$ cat config.mk
export PLATFORM = sky130hd
export DESIGN_NAME = ohp_cell
export DESIGN_NICKNAME = d
export VERILOG_FILES = /design/src/ohp_pkg.sv /design/src/ohp_cell.sv
export SDC_FILE = /design/constraint.sdc
export NUM_CORES = 1
export LEC_CHECK = 0
export ABC_AREA = 1
export ABC_CLOCK_PERIOD_IN_PS = 3400
export BUFFER_PORTS_ARGS = -buffer_cell sky130_fd_sc_hd__buf_2
export CORE_AREA = 2 2 99 101
export DETAILED_ROUTE_END_ITERATION = 10
export DIE_AREA = 0 0 101 103
export PLACE_DENSITY = 0.71
export SLEW_MARGIN = 15
export SYNTH_ARGS = -nofsm -noshare
export SYNTH_HDL_FRONTEND = slang
export SYNTH_SLANG_ARGS = --single-unit
$ cat constraint.sdc
create_clock -name clk -period 3.4 [get_ports clk]
set_input_delay 0.34 -clock clk [delete_from_list [all_inputs] [get_ports clk]]
set_output_delay 0.34 -clock clk [all_outputs]
set_load 0.02 [all_outputs]
$ cat src/ohp_pkg.sv
// Shared types, codes and helpers for the object handle pool.
package ohp_pkg;

  localparam int HANDLE_W = 32;
  localparam int TYPE_W   = 32;
  localparam int TRY_W    = 17;
  localparam int TOTAL_W  = 7;

  localparam logic [TRY_W-1:0] SEARCH_LIMIT = 17'd100000;

  localparam logic [1:0] OP_ALLOC = 2'd0;
  localparam logic [1:0] OP_FREE  = 2'd1;
  localparam logic [1:0] OP_QUERY = 2'd2;

  typedef enum logic [1:0] {
    ST_IDLE,
    ST_SEARCH,
    ST_WAIT,
    ST_RESP
  } state_t;

  // Kind of beat traveling down the slot chain.
  typedef enum logic [2:0] {
    K_NONE,
    K_PROBE,
    K_FREE,
    K_QUERY,
    K_CLAIM,
    K_MARK
  } kind_t;

  typedef struct packed {
    kind_t               kind;
    logic [HANDLE_W-1:0] handle;
    logic [TYPE_W-1:0]   obj_type;
    logic                hit;
  } cell_beat_t;

  typedef struct packed {
    logic [1:0]          operation;
    logic [TYPE_W-1:0]   obj_type;
    logic [HANDLE_W-1:0] handle_in;
  } in_item_t;

  typedef struct packed {
    logic [HANDLE_W-1:0] handle_out;
    logic                status;
    logic                is_live;
    logic [TOTAL_W-1:0]  live_total;
    logic [TOTAL_W-1:0]  peak_total;
  } out_item_t;

  // Advance a handle, skipping zero on wrap.
  function automatic logic [HANDLE_W-1:0] bump_handle(input logic [HANDLE_W-1:0] h);
    logic [HANDLE_W-1:0] n;
    n = h + {{(HANDLE_W-1){1'b0}}, 1'b1};
    return (n == '0) ? {{(HANDLE_W-1){1'b0}}, 1'b1} : n;
  endfunction

endpackage

$ cat src/ohp_cell.sv
// One pool slot: holds a handle and type, matches and updates passing beats.
module ohp_cell
  import ohp_pkg::*;
(
  input  logic       clk,
  input  logic       rst_n,
  input  cell_beat_t beat_i,
  output cell_beat_t beat_o
);

  logic                live_r, live_nxt;
  logic [HANDLE_W-1:0] handle_r, handle_nxt;
  logic [TYPE_W-1:0]   type_r, type_nxt;
  cell_beat_t          beat_r, beat_nxt;
  logic                match;

  assign match  = live_r && (handle_r == beat_i.handle);
  assign beat_o = beat_r;

  always_comb begin
    live_nxt   = live_r;
    handle_nxt = handle_r;
    type_nxt   = type_r;
    beat_nxt   = beat_i;
    case (beat_i.kind)
      K_PROBE, K_QUERY: begin
        if (match) beat_nxt.hit = 1'b1;
      end
      K_FREE: begin
        if (!beat_i.hit && match) begin
          live_nxt     = 1'b0;
          handle_nxt   = '0;
          type_nxt     = '0;
          beat_nxt.hit = 1'b1;
        end
      end
      K_CLAIM: begin
        // first free slot down the row takes the new handle
        if (!beat_i.hit && !live_r) begin
          live_nxt     = 1'b1;
          handle_nxt   = beat_i.handle;
          type_nxt     = beat_i.obj_type;
          beat_nxt.hit = 1'b1;
        end
      end
      default: ;
    endcase
  end

  always_ff @(posedge clk) begin
    if (!rst_n) begin
      live_r      <= 1'b0;
      beat_r.kind <= K_NONE;
    end else begin
      live_r <= live_nxt;
      beat_r <= beat_nxt;
    end
  end

  always_ff @(posedge clk) begin
    handle_r <= handle_nxt;
    type_r   <= type_nxt;
  end

endmodule
-- After elaboration in Yosys (flattened, before gate mapping)
Index checks and enable logic that the tools add are counted.
- register bits after elaboration: 101
- output and inout bits: 68
- word-level logic and storage cells: 31
- bits of input ports: 70
- reductions and logical operators: 8
- muxes and demuxes: 10
- eq/ne operators: 7
- operators by type and width (kind ; count):
    32-bit two-way mux ; 2
    32-bit one-hot mux with 2 select lines ; 1
    32-bit equality test ; 1
    3-bit by 2-bit equality test with 1-bit output, second input constant ; 2
    1-bit two-way mux ; 5
    2-bit != test, second input constant ; 2
    3-bit by 1-bit equality test with 1-bit output, second input constant ; 1
    3-bit equality test, second input constant ; 1
    1-bit logical AND ; 3
    1-bit one-hot mux with 3 select lines ; 1
    3-bit AND reduction ; 1
    1-bit zero test ; 2
    1-bit one-hot mux with 2 select lines ; 1
    2-bit nonzero test ; 1
    2-bit OR reduction ; 1

-- Longest topological paths before layout
Gate-level depths: netlist of run 1.
- word-level depth: 5
- gate-level depth with buffers: 12
- gate-level depth less buffers: 12

-- Worst setup path after synthesis of run 1
Ideal clock, no wire load.
- path kind: flip-flop to flip-flop
- from: register handle_r[30]
- to: register handle_r[0], enable pin
- buffers on the path: 0
- data required time: 3.025 ns
- period minus slack after synthesis: 1.772 ns
- setup time: 0.375 ns
- path slack: 1.628 ns
- stages on the path, launching flop included: 10
- arrival: 1.397 ns
- cells stage by stage: edfxtp_1 -> inv_1 -> nand2_1 -> nand2_1 -> nand3_2 -> nor2_2 -> nand2_1 -> nor2_2 -> nand3_2 -> nand2_2
- cells in the longest elaborated chain, start to end: 5
- ends and longest elaborated chain (element ; RTL line ; text):
    start, declared ; ohp_cell.sv:12 ; logic [HANDLE_W-1:0] handle_r, handle_nxt;
    start signal, assigned ; ohp_cell.sv:61 ; handle_r <= handle_nxt;
    32-bit equality test ; ohp_cell.sv:17 ; assign match = live_r && (handle_r == beat_i.handle);
    1-bit logical AND ; ohp_cell.sv:17 ;
    1-bit logical AND ; ohp_cell.sv:30 ; if (!beat_i.hit && match) begin
    2-bit != test (no source line) ; - ;
    3-bit AND reduction (no source line) ; - ;
No other way between the ends.
A chain may end at the register's enable or synchronous reset.

-- Final worst setup path of run 1
- from: register handle_r[24]
- to: register handle_r[6], enable pin
Same word-level chain as after synthesis.

==> flow_metrics.env, run 1 <==
export IMPL_p_leak_nw=2.45
export IMPL_first_pass_iters=4
export IMPL_synth_cell_types=21
export IMPL_max_vdd_ir_drop_uv=180
export IMPL_wl_mm=8.50
export IMPL_via_per_inst=4.56
export IMPL_insertion_delay_ns=0.37
export IMPL_final_cells=632
export IMPL_multi_input_area_sq_um=850
export IMPL_period_share=0.635
export IMPL_dp_cells=616
export IMPL_max_freq_mhz=463
export IMPL_start_util=0.433
export IMPL_vias=2882
export IMPL_portBuffers=137
export IMPL_cts_sinks=101
export IMPL_synthSimpleGateAreaFrac=0.180
export IMPL_core_sq_um=9460
export IMPL_hold_path_depth=1
export IMPL_hold_path_class="in2reg"
export IMPL_reg2reg_depth=7
export IMPL_cpMaxStageDelayCell="nand2_2"
export IMPL_max_stage_delay_ns=0.58
export IMPL_muxShareOfSynthArea=0
export IMPL_synthesis_instances=367
export IMPL_dpl_cell_area_sq_um=4920
export IMPL_design_area_sq_um=5150
export IMPL_path_clk_slew_ns=0.09
export IMPL_path_buf_inv=0
export IMPL_clockBufferDepth=2
export IMPL_cp_start_kind="register"
export IMPL_globalplace_congestion=0.878
export IMPL_ys_ff_latch=101
export IMPL_dieArea_sq_um=10400
export IMPL_ys_seq_area_frac=0.730
export IMPL_synth_top_area_frac=0.711
export IMPL_yosysWarnings=0
export IMPL_fin_nets=583
export IMPL_grt_overflow_total=0
export IMPL_post_cts_setup_buffers=0
export IMPL_ctsHtreeMaxLevel=3
export IMPL_path_cells="xnor2_1, nand2_1, nor2_2, nand2_1, nor2_2, nand3_2, nand2_2"
export IMPL_hp_start="beat_i[10]"
export IMPL_status="finished, final reports clean"
export IMPL_fin_crit_ns=2.16
export IMPL_slew_viol_final=0
export IMPL_cts_root_buf="clkbuf_8"
export IMPL_yosys_area_share_adder=0
export IMPL_synth_compound_area_frac=0.0104
export IMPL_finalSetupViolCount=0
export IMPL_avgSynthCellArea_sq_um=11.2
export IMPL_endpoint_kind="register"
export IMPL_worstPathRequired_ns=3.39
export IMPL_postCtsResizedCells=0
export IMPL_grt_max_degree=47
export IMPL_synth_top_area_cell="edfxtp_1"
export IMPL_regArea_sq_um=2990
export IMPL_cap_violations=0
export IMPL_drive_gt1_frac=0.326
export IMPL_cts_tree="done"
export IMPL_dp_hpwl_mm=6.44
export IMPL_worst_pin_slew_ns=0.998
export IMPL_layout_common_cells="137 x buf_2, 97 x edfxtp_1, 96 x nand2_1"
export IMPL_detail_route_wl_per_cell_um=13.5
export IMPL_syn_to_final_growth_pct=25.6
export IMPL_rsz0062_at_grt="false"
export IMPL_synth_xor_area_frac=0.0171
export IMPL_grt_pass1_wl_mm=12.6
export IMPL_fin_setup_tns_ns=0
export IMPL_antenna_found_initial=0
export IMPL_power_density_nw_per_um2=507
export IMPL_antenna_left=0
export IMPL_r2r_start="handle_r[24]"
export IMPL_diodes=0
export IMPL_grt_pass1_vias=2739
export IMPL_cts_buffers=9
export IMPL_holdPathEnd="beat_o[10]"
export IMPL_layout_commonest_cell="buf_2"
export IMPL_die_h_um=103
export IMPL_reg2reg_slack_ns=1.24
export IMPL_fin_skew_ns=0.0117
export IMPL_drt_iter0_drc=120
export IMPL_grtUsageTotal=0.162
export IMPL_die_x_um=101
export IMPL_pin_count=138
export IMPL_fillers=822
export IMPL_cts_hold_buf=0
export IMPL_synth_area_sq_um=4100
export IMPL_hold_violations=0
export IMPL_synth_top_family_by_area="simple AND/OR/NAND/NOR gates"
export IMPL_slew_headroom=0.334
export IMPL_syn_nets=437
export IMPL_r2r_end="handle_r[6]"
export IMPL_worst_path_max_fanout=33
export IMPL_cp_top_family="simple AND/OR/NAND/NOR gates"
export IMPL_num_rows=36
export IMPL_synth_area_leaders="edfxtp_1 71%, nand2_1 8.8%, nor2_1 6.0%"
export IMPL_arrival_ns=2.15
export IMPL_crit_type="reg2reg"
export IMPL_drc=0
## layout make-up
cell class / instances / area share
Sequential cell: 101 / 0.582
Multi-Input combinational cell: 198 / 0.165
Timing Repair Buffer: 138 / 0.135
Inverter: 65 / 0.0474
Tap cell: 114 / 0.0277
Clock buffer: 11 / 0.0275
Clock inverter: 5 / 0.0160
## stage by stage
| stage | worst slack [ns] | hold slack [ns] | power (mW) | utilization |
|---|---|---|---|---|
| 6_report | 1.24 | 0.141 | 2.61 | 0.544 |
| 5_1_grt | 1.05 | 0.121 | 2.70 | 0.544 |
| 4_1_cts | 1.21 | 0.122 | 2.63 | 0.544 |
| 3_5_place_dp | 1.15 | 0.491 | 1.80 | 0.520 |
| 3_3_place_gp | 1.19 | 0.484 | 1.79 | 0.520 |
| 2_1_floorplan | 1.63 | 0.433 | 1.65 | - |
## how the worst max path moves through the flow
stage	depth (start not counted)	end	slack, ns	start
after CTS	7	handle_r[1]	1.21	handle_r[24]
after global routing	7	handle_r[6]	1.05	handle_r[24]
after detailed placement	8	handle_r[8]	1.15	beat_i[57]
final	7	handle_r[6]	1.24	handle_r[24]
after floorplan	9	handle_r[0]	1.63	handle_r[30]
after global placement	8	handle_r[8]	1.19	beat_i[57]
## Yosys cell counts
library cell	number
edfxtp_1	97
nand2_1	96
nor2_1	66
inv_1	57
inv_2	8
nand3_1	7
xnor2_1	6
dfxtp_1	4
a21oi_1	3
clkbuf_1	3
nand2_2	3
nor2_2	3
nand3_2	2
nand4_1	2
nor3_1	2
o21ai_0	2
xor2_1	2
nand3b_1	1
o211a_1	1
o211ai_1	1
or2_1	1
## cell families (layout without fill, tap and decap cells)
family / after synthesis / count (layout)
and+or+nand+nor: 183 / 183
xor gates and xnor gates: 8 / 8
AOI/OAI and AO/OA: 7 / 7
DFF: 101 / 101
buffers and inverters: 68 / 219
## sequential cells by signal (all words and copies together) (netlist names)
register / cells
handle_r: 32
beat_o: 68
live_r: 1
## per-layer routing
metal  part of all wire  vias to the layer above  global-route usage
met5                  0                        -                   0
met4              0.019                        0              0.0780
met3              0.086                       13              0.0434
met2               0.46                      121               0.269
met1               0.44                     1296               0.198
li1                   -                     1452                   -
## power by group
group	internal (mW)	switching, mW	total [mW]	leakage [nW]
Sequential	1.44	0.0198	1.46	0.906
Clock	0.438	0.401	0.838	0.114
Combinational	0.101	0.205	0.306	1.43
Total	1.98	0.626	2.61	2.45
(Power assumes the default switching activity.)
==> run 2: changes to the inputs <==
--- a/config.mk
+++ b/config.mk
@@ -6,12 +6,12 @@
 export NUM_CORES = 1
 export LEC_CHECK = 0
 export ABC_AREA = 1
-export ABC_CLOCK_PERIOD_IN_PS = 3400
+export ABC_CLOCK_PERIOD_IN_PS = 1900
 export BUFFER_PORTS_ARGS = -buffer_cell sky130_fd_sc_hd__buf_2
 export CORE_AREA = 2 2 99 101
 export DETAILED_ROUTE_END_ITERATION = 10
 export DIE_AREA = 0 0 101 103
-export PLACE_DENSITY = 0.71
+export PLACE_DENSITY = 0.74
 export SLEW_MARGIN = 15
 export SYNTH_ARGS = -nofsm -noshare
 export SYNTH_HDL_FRONTEND = slang
==> constraint.sdc (replaced) <==
create_clock -name clk -period 1.9 [get_ports clk]
set_input_delay 0.19 -clock clk [delete_from_list [all_inputs] [get_ports clk]]
set_output_delay 0.19 -clock clk [all_outputs]
set_load 0.02 [all_outputs]
==> flow_metrics.env, run 2 (synthesis results as in run 1) <==
export IMPL_status="finished, final reports clean"
export IMPL_clockBufferDepth=2
export IMPL_path_clk_slew_ns=0.09
export IMPL_fin_crit_ns=1.73
export IMPL_crit_start="handle_r[26]"
export IMPL_crit_top_cell="nand2_1"
export IMPL_design_area_sq_um=5460
export IMPL_largest_reg_flops=68
export IMPL_regArea_sq_um=2990
export IMPL_endpoint_kind="register"
export IMPL_dp_cells=617
export IMPL_cts_root_buf="clkbuf_8"
export IMPL_reg2reg_depth=10
export IMPL_first_pass_iters=4
export IMPL_max_freq_mhz=580
export IMPL_detail_route_wl_per_cell_um=14.1
export IMPL_fin_skew_ns=0.00717
export IMPL_die_x_um=101
export IMPL_r2r_start="handle_r[26]"
export IMPL_dp_hpwl_mm=6.30
export IMPL_hold_violations=0
export IMPL_worst_pin_slew_ns=1.02
export IMPL_power_density_nw_per_um2=822
export IMPL_path_cells="nand2_1, nand2_1, nor2_1, nand2_1, nor2_2, nand2_1, nor2_2, nand3_2, nand2_2, buf_12"
export IMPL_fin_setup_tns_ns=0
export IMPL_power_mw=4.48
export IMPL_critical_path_endpoint="handle_r[31]"
export IMPL_drc=0
export IMPL_fin_nets=616
export IMPL_grt_use_met1=0.210
export IMPL_arrival_ns=1.79
export IMPL_max_stage_delay_ns=0.39
export IMPL_grt_overflow_total=0
export IMPL_cpMaxStageDelayCell="edfxtp_1"
export IMPL_post_cts_setup_buffers=0
export IMPL_worstPathRequired_ns=1.96
export IMPL_fillers=786
export IMPL_slew_viol_final=0
export IMPL_cap_violations=0
export IMPL_cts_buffers=9
export IMPL_p_leak_nw=2.57
export IMPL_crit_type="reg2reg"
export IMPL_syn_to_final_growth_pct=33.2
export IMPL_core_sq_um=9460
export IMPL_grt_pass1_vias=2976
export IMPL_worst_path_max_fanout=33
export IMPL_slew_headroom=0.318
export IMPL_max_vdd_ir_drop_uv=336
export IMPL_globalplace_congestion=0.865
export IMPL_start_util=0.433
export IMPL_cts_tree="done"
export IMPL_drive_gt1_frac=0.309
export IMPL_final_cells=665
export IMPL_layout_commonest_cell="buf_2"
export IMPL_period_share=0.908
export IMPL_rsz0062_at_grt="false"
export IMPL_met2_usage=0.323
export IMPL_via_per_inst=4.53
export IMPL_diodes=0
export IMPL_ctsHtreeMaxLevel=3
export IMPL_multi_input_area_sq_um=850
export IMPL_r2r_end="handle_r[31]"
export IMPL_dieArea_sq_um=10400
export IMPL_grtUsageTotal=0.178
export IMPL_wl_mm=9.40
export IMPL_pin_count=138
export IMPL_die_h_um=103
export IMPL_cp_start_kind="register"
export IMPL_insertion_delay_ns=0.36
export IMPL_grt_pass1_wl_mm=14.0
export IMPL_gr_usage_met3=0.0373
export IMPL_antenna_left=0
export IMPL_reg2reg_slack_ns=0.17
export IMPL_drt_iter0_drc=129
export IMPL_vias=3011
export IMPL_postLayoutCoreUtil=0.577
export IMPL_grt_max_degree=70
export IMPL_portBuffers=137
export IMPL_layout_common_cells="137 x buf_2, 97 x edfxtp_1, 96 x nand2_1"
export IMPL_grt_busiest_layer="met2"
export IMPL_num_rows=36
export IMPL_dpl_cell_area_sq_um=4950
export IMPL_hold_path_class="in2reg"
export IMPL_cts_sinks=101
export IMPL_finalSetupViolCount=0
export IMPL_antenna_found_initial=0
run 2: cell count changes in the layout (fill, tap and decap cells not counted), sizes merged:
cell / change
buf: +1
clkinv: -2
inv: +2
bufinv: -2
clkinvlp: +2
dlygate4sd3: +32
run 2: report_power, final:
part           total, mW  internal [mW]  leakage [nW]  switching, mW
logic              0.611          0.228          1.58          0.383
registers           2.62           2.58         0.906         0.0392
clock network       1.25          0.527        0.0870          0.725
run 2: stage by stage:
stage | hold slack [ns] | setup slack [ns]
6_report | 0.0235 | 0.175
5_1_grt | 0.0104 | 0.0499
4_1_cts | 0.00890 | 0.163
3_5_place_dp | 0.368 | 0.183
3_3_place_gp | 0.367 | 0.200
2_1_floorplan | 0.283 | 0.128
run 2: worst min-delay path by stage:
stage | endpoint | cells after the start | start | slack (ns)
2_1_floorplan | beat_o[65] | 2 | beat_i[65] | 0.28
6_report | beat_o[38] | 1 | beat_i[38] | 0.02
5_1_grt | beat_o[38] | 1 | beat_i[38] | 0.01
4_1_cts | beat_o[38] | 1 | beat_i[38] | 0.009
3_3_place_gp | beat_o[1] | 1 | beat_i[1] | 0.37
3_5_place_dp | beat_o[18] | 1 | beat_i[18] | 0.37
run 2: metal layers:
metal	up-vias	part of all wire
li1	1524	-
met1	1354	0.41
met2	122	0.49
met3	11	0.081
met4	0	0.014
met5	-	0
run 2: worst max-delay path, delay by kind of cell (launching register included):
kind                   cells  cell delay, ns
flip-flops                 1            0.39
buffers and inverters      1            0.21
AND/OR/NAND/NOR            9            0.80
run 2: repair_timing:
action	4_1_cts	5_1_grt
gates resized for setup	0	0
hold buffers	32	0
endpoints found under the hold margin	32	0
run 2: final cells by class:
| type | count | share of cell area |
|---|---|---|
| inverters | 65 | 0.0447 |
| well taps | 114 | 0.0261 |
| multi-input cells | 198 | 0.156 |
| repair buffers | 171 | 0.192 |
| flip-flops and latches | 101 | 0.548 |
| clock inverters | 5 | 0.00757 |
| clock buffers | 11 | 0.0259 |
